### src/rtl/core/smau_pkg.sv
// Package with shared types and constants of the small matrix arithmetic unit.
`timescale 1ns / 1ps
package smau_pkg;
    localparam int VALUE_WIDTH = 40;
    localparam int ADDR_WIDTH  = 6;

    typedef enum logic [2:0] {
        OP_MUL = 3'd0,
        OP_ADD = 3'd1,
        OP_SUB = 3'd2,
        OP_EQ  = 3'd3,
        OP_TRN = 3'd4
    } t_op;

    typedef enum logic [2:0] {
        REG_OP_MODE = 3'd0,
        REG_ROWS_A  = 3'd1,
        REG_COLS_A  = 3'd2,
        REG_ROWS_B  = 3'd3,
        REG_COLS_B  = 3'd4
    } t_reg;

    typedef enum logic [2:0] {
        ST_LOAD,
        ST_READ,
        ST_MAC,
        ST_EMIT,
        ST_FLAG
    } t_state;
endpackage

### src/rtl/core/smau_ram.sv
// Generic single-port-write, single-read RAM with registered read data.
`timescale 1ns / 1ps
module smau_ram #(
    parameter int WIDTH = 16,
    parameter int DEPTH = 64
) (
    input  logic                     i_clk,
    input  logic                     i_we,
    input  logic [$clog2(DEPTH)-1:0] i_waddr,
    input  logic [WIDTH-1:0]         i_wdata,
    input  logic [$clog2(DEPTH)-1:0] i_raddr,
    output logic [WIDTH-1:0]         o_rdata
);
    logic [WIDTH-1:0] r_mem [DEPTH];
    logic [WIDTH-1:0] r_rdata;

    // Write and registered read
    always_ff @(posedge i_clk) begin
        if (i_we) begin
            r_mem[i_waddr] <= i_wdata;
        end
        r_rdata <= r_mem[i_raddr];
    end

    assign o_rdata = r_rdata;
endmodule

### src/rtl/core/small_matrix_arithmetic_unit_core.sv
// Top level of the small matrix arithmetic unit.
`timescale 1ns / 1ps
// Elements stream in one per cycle while the block is loading, A then B (B is
// not loaded in transpose mode), into two RAMs. After the last element the
// block walks the RAMs: each result element of an add, subtract or transpose
// goes through address, read and emit steps; each product element goes through
// one shared multiply-accumulate unit fed by the RAM read ports (cols_a reads,
// the read and product pipeline, scale, emit). Equality scans the elements when
// the dimensions match. No input is taken during computation.
module small_matrix_arithmetic_unit_core
    import smau_pkg::*;
#(
    parameter int MAX_DIM    = 8,
    parameter int ELEM_WIDTH = 16,
    parameter int FRAC_BITS  = 8
) (
    input  logic                  i_clk,
    input  logic                  i_rst_n,
    input  logic                  i_cfg_valid,
    output logic                  o_cfg_ready,
    input  logic [2:0]            i_cfg_index,
    input  logic [3:0]            i_cfg_data,
    input  logic                  s_axis_tvalid,
    output logic                  s_axis_tready,
    // [ELEM_WIDTH-1:0] element
    input  logic [((ELEM_WIDTH+7)/8)*8-1:0] s_axis_tdata,
    output logic                  m_axis_tvalid,
    input  logic                  m_axis_tready,
    // [39:0] value
    output logic [VALUE_WIDTH-1:0] m_axis_tdata,
    // [0] equal_flag, [1] dim_error
    output logic [1:0]            m_axis_tuser,
    output logic                  m_axis_tlast
);
    localparam int DEPTH = MAX_DIM * MAX_DIM;
    localparam int AW    = (DEPTH > 1) ? $clog2(DEPTH) : 1;
    localparam int PW    = 2 * ELEM_WIDTH;
    localparam int AccW  = PW + 4;
    localparam int SH    = 16 - FRAC_BITS;
    localparam logic signed [63:0] VMAX = 64'sd549755813887;
    localparam logic signed [63:0] VMIN = -64'sd549755813888;

    // Configuration registers
    logic [2:0] r_op;
    logic [3:0] r_ra, r_ca, r_rb, r_cb;
    logic [3:0] ra, ca, rb, cb;
    assign o_cfg_ready = 1'b1;
    always_ff @(posedge i_clk) begin
        if (!i_rst_n) begin
            r_op <= OP_MUL;
            r_ra <= 4'd1; r_ca <= 4'd1; r_rb <= 4'd1; r_cb <= 4'd1;
        end else if (i_cfg_valid) begin
            unique case (i_cfg_index)
                REG_OP_MODE: r_op <= i_cfg_data[2:0];
                REG_ROWS_A:  r_ra <= i_cfg_data;
                REG_COLS_A:  r_ca <= i_cfg_data;
                REG_ROWS_B:  r_rb <= i_cfg_data;
                REG_COLS_B:  r_cb <= i_cfg_data;
                default: ;
            endcase
        end
    end

    function automatic logic [3:0] clampd(input logic [3:0] d);
        if (d == 4'd0) return 4'd1;
        if (d > 4'(MAX_DIM)) return 4'(MAX_DIM);
        return d;
    endfunction
    assign ra = clampd(r_ra);
    assign ca = clampd(r_ca);
    assign rb = clampd(r_rb);
    assign cb = clampd(r_cb);

    // Control state
    t_state r_st, n_st;
    logic [6:0] r_cnt, n_cnt;
    logic r_lb, n_lb;
    logic [3:0] r_i, n_i, r_j, n_j, r_k, n_k;
    logic r_eq, n_eq;
    logic signed [AccW-1:0] r_acc, n_acc;
    logic r_mac_v, n_mac_v;
    logic r_ov, n_ov;
    logic r_pv, n_pv;
    logic [VALUE_WIDTH-1:0] r_val, n_val;
    logic [1:0] r_usr, n_usr;
    logic r_last, n_last;
    logic r_rdv, n_rdv;

    logic [6:0] na, nb;
    logic [6:0] a_addr, b_addr;
    logic [AW-1:0] ra_addr, rb_addr;
    logic signed [ELEM_WIDTH-1:0] a_q, b_q;
    logic ld_fire;
    logic [ELEM_WIDTH-1:0] elem;

    assign elem  = s_axis_tdata[ELEM_WIDTH-1:0];
    assign na    = 7'(ra * ca);
    assign nb    = 7'(rb * cb);
    assign s_axis_tready = (r_st == ST_LOAD);
    assign ld_fire = s_axis_tvalid && s_axis_tready;

    smau_ram #(.WIDTH(ELEM_WIDTH), .DEPTH(DEPTH)) u_a (
        .i_clk(i_clk), .i_we(ld_fire && !r_lb && r_cnt < 7'(DEPTH)),
        .i_waddr(r_cnt[AW-1:0]), .i_wdata(elem), .i_raddr(ra_addr), .o_rdata(a_q));
    smau_ram #(.WIDTH(ELEM_WIDTH), .DEPTH(DEPTH)) u_b (
        .i_clk(i_clk), .i_we(ld_fire && r_lb && r_cnt < 7'(DEPTH)),
        .i_waddr(r_cnt[AW-1:0]), .i_wdata(elem), .i_raddr(rb_addr), .o_rdata(b_q));

    // Read addresses per mode
    always_comb begin
        unique case (r_op)
            OP_MUL: begin
                a_addr = 7'(r_i * ca + r_k);
                b_addr = 7'(r_k * cb + r_j);
            end
            OP_TRN: begin
                a_addr = 7'(r_j * ca + r_i);
                b_addr = 7'd0;
            end
            default: begin
                a_addr = r_cnt;
                b_addr = r_cnt;
            end
        endcase
    end
    assign ra_addr = a_addr[AW-1:0];
    assign rb_addr = b_addr[AW-1:0];

    // Registered product
    logic signed [PW-1:0] r_prod;
    always_ff @(posedge i_clk) begin
        r_prod <= a_q * b_q;
    end

    // Scale an element-width value to 16 fraction bits with saturation
    function automatic logic [VALUE_WIDTH-1:0] scale_e(input logic signed [ELEM_WIDTH+1:0] v);
        logic signed [63:0] x;
        x = 64'(v);
        if (SH >= 0) x = x <<< SH;
        else x = x >>> (-SH);
        if (x > VMAX) x = VMAX;
        if (x < VMIN) x = VMIN;
        return x[VALUE_WIDTH-1:0];
    endfunction

    function automatic logic [VALUE_WIDTH-1:0] scale_p(input logic signed [AccW-1:0] v);
        logic signed [63:0] x;
        x = 64'(v);
        if (2*FRAC_BITS <= 16) x = x <<< (16 - 2*FRAC_BITS);
        else x = x >>> (2*FRAC_BITS - 16);
        if (x > VMAX) x = VMAX;
        if (x < VMIN) x = VMIN;
        return x[VALUE_WIDTH-1:0];
    endfunction

    // Sequencer
    always_comb begin
        logic signed [ELEM_WIDTH+1:0] s;
        n_st = r_st; n_cnt = r_cnt; n_lb = r_lb; n_i = r_i; n_j = r_j; n_k = r_k;
        n_eq = r_eq; n_acc = r_acc; n_mac_v = 1'b0; n_ov = r_ov; n_pv = 1'b0;
        n_val = r_val; n_usr = r_usr; n_last = r_last; n_rdv = 1'b0;
        s = '0;
        unique case (r_st)
            ST_LOAD: begin
                if (ld_fire) begin
                    n_cnt = r_cnt + 7'd1;
                    n_i = '0; n_j = '0; n_k = '0; n_eq = 1'b1;
                    n_acc = '0;
                    if (!r_lb && r_cnt + 7'd1 >= na) begin
                        n_cnt = '0;
                        if (r_op == OP_TRN) begin
                            n_st = ST_READ; n_rdv = 1'b1;
                        end else begin
                            n_lb = 1'b1;
                        end
                    end else if (r_lb && r_cnt + 7'd1 >= nb) begin
                        n_cnt = '0; n_lb = 1'b0;
                        n_eq = (ra == rb) && (ca == cb);
                        priority if (r_op == OP_MUL && ca == rb) begin
                            n_st = ST_MAC; n_mac_v = 1'b1;
                        end else if ((r_op == OP_ADD || r_op == OP_SUB)
                                     && ra == rb && ca == cb) begin
                            n_st = ST_READ; n_rdv = 1'b1;
                        end else if (r_op == OP_EQ) begin
                            n_st = ((ra == rb) && (ca == cb)) ? ST_READ : ST_FLAG;
                            n_rdv = 1'b1;
                        end else begin
                            n_val = '0; n_usr = 2'b10; n_last = 1'b1;
                            n_st = ST_EMIT;
                        end
                    end
                end
            end
            ST_READ: begin
                // RAM data for the current index is valid now
                unique case (r_op)
                    OP_TRN: begin
                        n_val = scale_e((ELEM_WIDTH+2)'(a_q));
                        n_usr = 2'b00;
                        n_last = (r_i + 4'd1 == ca) && (r_j + 4'd1 == ra);
                        n_st = ST_EMIT;
                    end
                    OP_ADD: begin
                        s = (ELEM_WIDTH+2)'(a_q) + (ELEM_WIDTH+2)'(b_q);
                        n_val = scale_e(s); n_usr = 2'b00;
                        n_last = (r_cnt + 7'd1 == na); n_st = ST_EMIT;
                    end
                    OP_SUB: begin
                        s = (ELEM_WIDTH+2)'(a_q) - (ELEM_WIDTH+2)'(b_q);
                        n_val = scale_e(s); n_usr = 2'b00;
                        n_last = (r_cnt + 7'd1 == na); n_st = ST_EMIT;
                    end
                    default: begin
                        if (r_rdv && r_eq) begin
                            // first cycle: data of entry r_cnt valid
                        end
                        if (a_q != b_q) n_eq = 1'b0;
                        if (r_cnt + 7'd1 >= na) begin
                            n_st = ST_FLAG;
                        end else begin
                            n_cnt = r_cnt + 7'd1;
                            n_st = ST_LOAD;
                            n_st = ST_READ;
                        end
                    end
                endcase
            end
            ST_MAC: begin
                // Issue reads for k, accumulate the product once it has passed the RAM read register and r_prod
                if (r_k + 4'd1 < ca) begin
                    n_k = r_k + 4'd1; n_mac_v = 1'b1;
                end
                if (r_pv) n_acc = r_acc + AccW'(r_prod);
                n_ov = r_mac_v;
                n_pv = r_ov;
                if (!r_mac_v && !r_ov && !r_pv && r_k + 4'd1 >= ca) begin
                    n_val = scale_p(r_acc); n_usr = 2'b00;
                    n_last = (r_i + 4'd1 == ra) && (r_j + 4'd1 == cb);
                    n_st = ST_EMIT;
                end
            end
            ST_FLAG: begin
                if (r_rdv) begin
                    n_st = ST_FLAG;
                end else begin
                    n_val = '0; n_usr = {1'b0, r_eq}; n_last = 1'b1; n_st = ST_EMIT;
                end
            end
            ST_EMIT: begin
                if (m_axis_tready) begin
                    if (r_last) begin
                        n_st = ST_LOAD; n_cnt = '0;
                    end else if (r_op == OP_MUL) begin
                        n_k = '0; n_acc = '0; n_st = ST_MAC; n_mac_v = 1'b1;
                        if (r_j + 4'd1 == cb) begin
                            n_j = '0; n_i = r_i + 4'd1;
                        end else begin
                            n_j = r_j + 4'd1;
                        end
                    end else if (r_op == OP_TRN) begin
                        n_st = ST_READ; n_rdv = 1'b1;
                        if (r_j + 4'd1 == ra) begin
                            n_j = '0; n_i = r_i + 4'd1;
                        end else begin
                            n_j = r_j + 4'd1;
                        end
                    end else begin
                        n_cnt = r_cnt + 7'd1; n_st = ST_READ; n_rdv = 1'b1;
                    end
                end
            end
            default: n_st = ST_LOAD;
        endcase
    end

    // Registers; a read state always waits, with r_wait set, after its address is set
    logic r_wait;
    always_ff @(posedge i_clk) begin
        if (!i_rst_n) begin
            r_st <= ST_LOAD; r_cnt <= '0; r_lb <= 1'b0; r_i <= '0; r_j <= '0;
            r_k <= '0; r_eq <= 1'b0; r_acc <= '0; r_mac_v <= 1'b0;
            r_ov <= 1'b0; r_pv <= 1'b0; r_usr <= '0; r_last <= 1'b0; r_rdv <= 1'b0;
            r_wait <= 1'b0;
        end else if ((r_st == ST_READ || r_st == ST_FLAG) && !r_wait && r_rdv) begin
            r_wait <= 1'b1; r_rdv <= 1'b0;
        end else begin
            r_wait <= 1'b0;
            r_st <= n_st; r_cnt <= n_cnt; r_lb <= n_lb; r_i <= n_i; r_j <= n_j;
            r_k <= n_k; r_eq <= n_eq; r_acc <= n_acc;
            r_mac_v <= n_mac_v; r_ov <= n_ov; r_pv <= n_pv; r_usr <= n_usr;
            r_last <= n_last;
            r_rdv <= (n_st == ST_READ) && (r_st == ST_READ) ? 1'b1 : n_rdv;
        end
    end
    always_ff @(posedge i_clk) begin
        if (r_st != ST_EMIT) r_val <= n_val;
    end

    assign m_axis_tvalid = (r_st == ST_EMIT);
    assign m_axis_tdata  = r_val;
    assign m_axis_tuser  = r_usr;
    assign m_axis_tlast  = r_last;

    // Checks
    a_no_in_busy: assert property (@(posedge i_clk) disable iff (!i_rst_n)
        (r_st != ST_LOAD) |-> !s_axis_tready) else $error("input taken while busy");
    a_flag_item: assert property (@(posedge i_clk) disable iff (!i_rst_n)
        (m_axis_tvalid && m_axis_tuser != 2'b00) |-> m_axis_tlast)
        else $error("flag item not last");
    a_emit_hold: assert property (@(posedge i_clk) disable iff (!i_rst_n)
        (m_axis_tvalid && !m_axis_tready) |=> m_axis_tvalid && $stable(r_val))
        else $error("result dropped");
endmodule

### config.mk
export PLATFORM = sky130hd
export DESIGN_NAME = small_matrix_arithmetic_unit_core
export DESIGN_NICKNAME = d
export VERILOG_FILES = /design/src/rtl/core/smau_pkg.sv /design/src/rtl/core/smau_ram.sv /design/src/rtl/core/small_matrix_arithmetic_unit_core.sv
export SDC_FILE = /design/constraint.sdc
export NUM_CORES = 2
export LEC_CHECK = 0
export BUFFER_PORTS_ARGS = -buffer_cell sky130_fd_sc_hd__buf_2
export CAP_MARGIN = 20
export CORE_MARGIN = 2
export CORE_UTILIZATION = 43
export DETAILED_ROUTE_END_ITERATION = 8
export SETUP_SLACK_MARGIN = 0.5
export SKIP_CTS_REPAIR_TIMING = 1
export SLEW_MARGIN = 20
export SYNTH_ARGS = -nofsm -noshare
export SYNTH_HDL_FRONTEND = slang
export SYNTH_HIERARCHICAL = 1
export SYNTH_SLANG_ARGS = --single-unit
### constraint.sdc
create_clock -name i_clk -period 9.05 [get_ports i_clk]
set_clock_uncertainty 0.15 [all_clocks]
set_input_delay 0.4525 -clock i_clk [delete_from_list [all_inputs] [get_ports i_clk]]
set_output_delay 0.4525 -clock i_clk [all_outputs]
set_load 0.005 [all_outputs]
==> results.md <==
- Outcome: finished clean
- Relative slew slack: approximately a quarter
- Vias per cell: between 5 and 6
- Cells after Synth: just over 6,000
- Setup TNS: 0 ns
- Max-Cap Viols: 0
- Placed Instances: between 9,000 and 10,000
- DPL Wire Length: 164 mm
- First-pass GRT wire length: around 380 mm
- TritonRoute pass-1 iters: 6
- Top-count cell post-synth: edfxtp_1
- Core area: 237,000 sq um
- Post-synth top cells: edfxtp_1, mux4_2, inv_1
- Antenna-violating nets left: 0
- Fraction of registers with async set/reset: 0%
- Initial antenna violation count: 8
- Total Routing Usage GR: 21.2%
- Largest net degree at the start of global routing: 108
- GP Congestion: a little under 0.9
- Max Transition Viols Final: 0
- Final Setup Violations: 0
- Layout net count: approximately 7,000
- Fmax: 0.141 GHz
- Leading area contributor after synthesis: edfxtp_1
- EDFF count, synth: around 2,100
- Data required, critical path: 9.66 ns
- CTS root buf: clkbuf_16
- Synthesized area: 102,000 sq um
- Final period utilization: roughly 78%
- FILL cells: between 15,000 and 20,000
- Worst-path fanout max: 18
- Io pins: 74
- Final wirelength: between 200 and 300 mm
- DR DRC count: 0
- Worst slew pin tran: 1.13 ns
- Max Root-Sink Buffers: 3
- CP Launch Type: flop
- End of the worst register-to-register path: r_prod[27]
- RSZ-0062 raised after global routing: false
- Clock latency on the worst-skew pair: 0.87 ns
- Top cell type's share of synthesized area: 61.2%
- Hold Vio Cnt, Final: 0
- Final WS setup: approximately 1.9 ns
- Worst setup endpoint: r_prod[27]
- I/O Buffers: between 70 and 80
- Die X: slightly below 500 um
- Initial core utilization: about 43%
- Worst Setup SP: u_a/o_rdata[7]
- Worst r2r path cells: 24
- Layout area overhead: 11.6%
- Hold WC Path Type: input port to flop
- Tmin final: 7.10 ns
- CTS tree: done
- Worst Hold Launch: s_axis_tdata[2]
- R2R setup slack: slightly below 2 ns
- Die area: between 200,000 and 250,000 sq um
- # rows: 179
- Yosys warnings: 6
- FF-to-FF Start: u_a/o_rdata[7]
- DRT iter0 DRCs: roughly 5,500
- Top FF cell, synth: edfxtp_1
- Via count of the first global-routing pass: about 56,000
- Synth top area cells: edfxtp_1, mux4_2, fa_1, dfxtp_1, ha_1
- Arrival @ worst endpoint: a little under 8 ns
- H-tree depth: 4
- Die height: around 490 um
- Clock Sinks: 2,235
- CTS clock-pin slew for the worst setup and hold paths: 0.06 ns
- Pre-CTS WS: 1.99 ns
- Vias post-DR: around 56,000
- Gr ovfl total: 0
- Setup CP Type: flop to flop
- Critical Path End Type: flop
- Syn avg cell area: 16.4 sq um
- Wire per inst: about 26 um
- CTS buffer count: roughly 220
- Layout cells sized above 1: approximately 17%
- Synth cell types: a little over 90
- Syn Nets: 6,764
- Seq cells post-synth: between 2,000 and 2,500
- Sequential fraction of the synthesis area: approximately 64%
- Fin cells: slightly below 10,000
worst max-delay path: stages (launching register included):
cell and delay [ns]:
dfxtp_1 0.86, ha_1 0.32, inv_1 0.09, fa_1 0.50
inv_1 0.06, fa_1 0.50, inv_1 0.05, fa_1 0.47
inv_1 0.06, fa_1 0.53, inv_1 0.05, fa_1 0.53
inv_1 0.05, fa_1 0.41, ha_1 0.34, o21a_1 0.20
o21ai_1 0.17, nor2_1 0.09, a221o_1 0.29, a31oi_1 0.35
o21ai_1 0.15, and2_1 0.21, a31o_2 0.24, a21oi_1 0.17
xnor2_1 0.13
area by class of cell:
cell class	count	area, sq um	share of cell area [%]
antenna	5	12.5	0.0110
clock buffer	266	5660	4.96
clock inverter	134	1480	1.30
inverter	405	1520	1.33
multi-input combinational	3255	33500	29.3
sequential	2235	65600	57.5
tap	3167	3960	3.47
timing repair buffer	310	2410	2.11
cell families after synthesis:
family                     after synthesis  share of synthesized area [%]
xor gates and xnor gates               120                           1.03
other                                    1                        0.00367
buffers and inverters                  729                           3.27
DFF                                   2235                           64.2
adders and majority gates              517                           8.46
AOI/OAI and AO/OA                      775                           5.26
muxes                                  678                           12.1
and+or+nand+nor                       1164                           5.67
state kept, by name, summed over array words and instances, names as in the netlist, 7 cells and up:
name,cells
r_cnt,7
m_axis_tdata,36
r_acc,36
r_prod,32
u_a/r_mem,1024
u_b/o_rdata,16
u_a/o_rdata,16
u_b/r_mem,1024
cell usage in the layout, fill, tap and decap left out, types with 26 or more instances in the layout:
cell	n
inv_1	401
edfxtp_1	2084
dfxtp_1	149
clkbuf_16	218
fa_1	291
mux2i_1	207
clkinv_2	28
a311oi_1	27
clkbuf_1	46
mux4_2	442
ha_1	226
bufinv_16	26
a22oi_1	143
nor2_1	275
nand2_1	305
a31oi_1	32
a221oi_1	50
a211oi_1	33
nor2b_1	123
clkinv_1	56
and3_1	29
and2_1	118
nand3_1	91
nor3_1	36
a21o_1	59
nand2b_1	41
xor2_1	36
buf_2	56
o21ai_0	82
buf_4	217
a21oi_1	160
xnor2_1	84
how the worst min path moves through the flow:
stage	end	slack (ns)	cells after the start
CTS	r_rb[0]	-0.28	3
global route	u_a/r_mem[4][2]	0.009	1
floorplan	r_ra[0]	0.28	2
detailed placement	m_axis_tuser[0]	0.30	2
global placement	m_axis_tuser[0]	0.29	2
finish	u_a/r_mem[4][2]	0.01	1
layer usage:
metal  vias up  track usage (%)  wire length [um]
li1      24205                -                 -
met3       336             3.28             16600
met2      1885             34.7            126000
met4         6             5.69              6140
met1     29579             29.5            109000
met5         -                0                41
through the flow:
stage / hold WS (ns) / utilization [%] / area [sq um]
detailed placement: 0.299 / 45.0 / 107000
finish: 0.0101 / 48.1 / 114000
floorplan: 0.283 / - / 102000
CTS: -0.280 / 48.0 / 114000
global route: 0.00905 / 48.1 / 114000
global placement: 0.289 / 45.0 / 107000
Power is left out: the tool's default activity adds up to more than one toggle a clock period on the data nets, which glitch-free logic cannot reach.
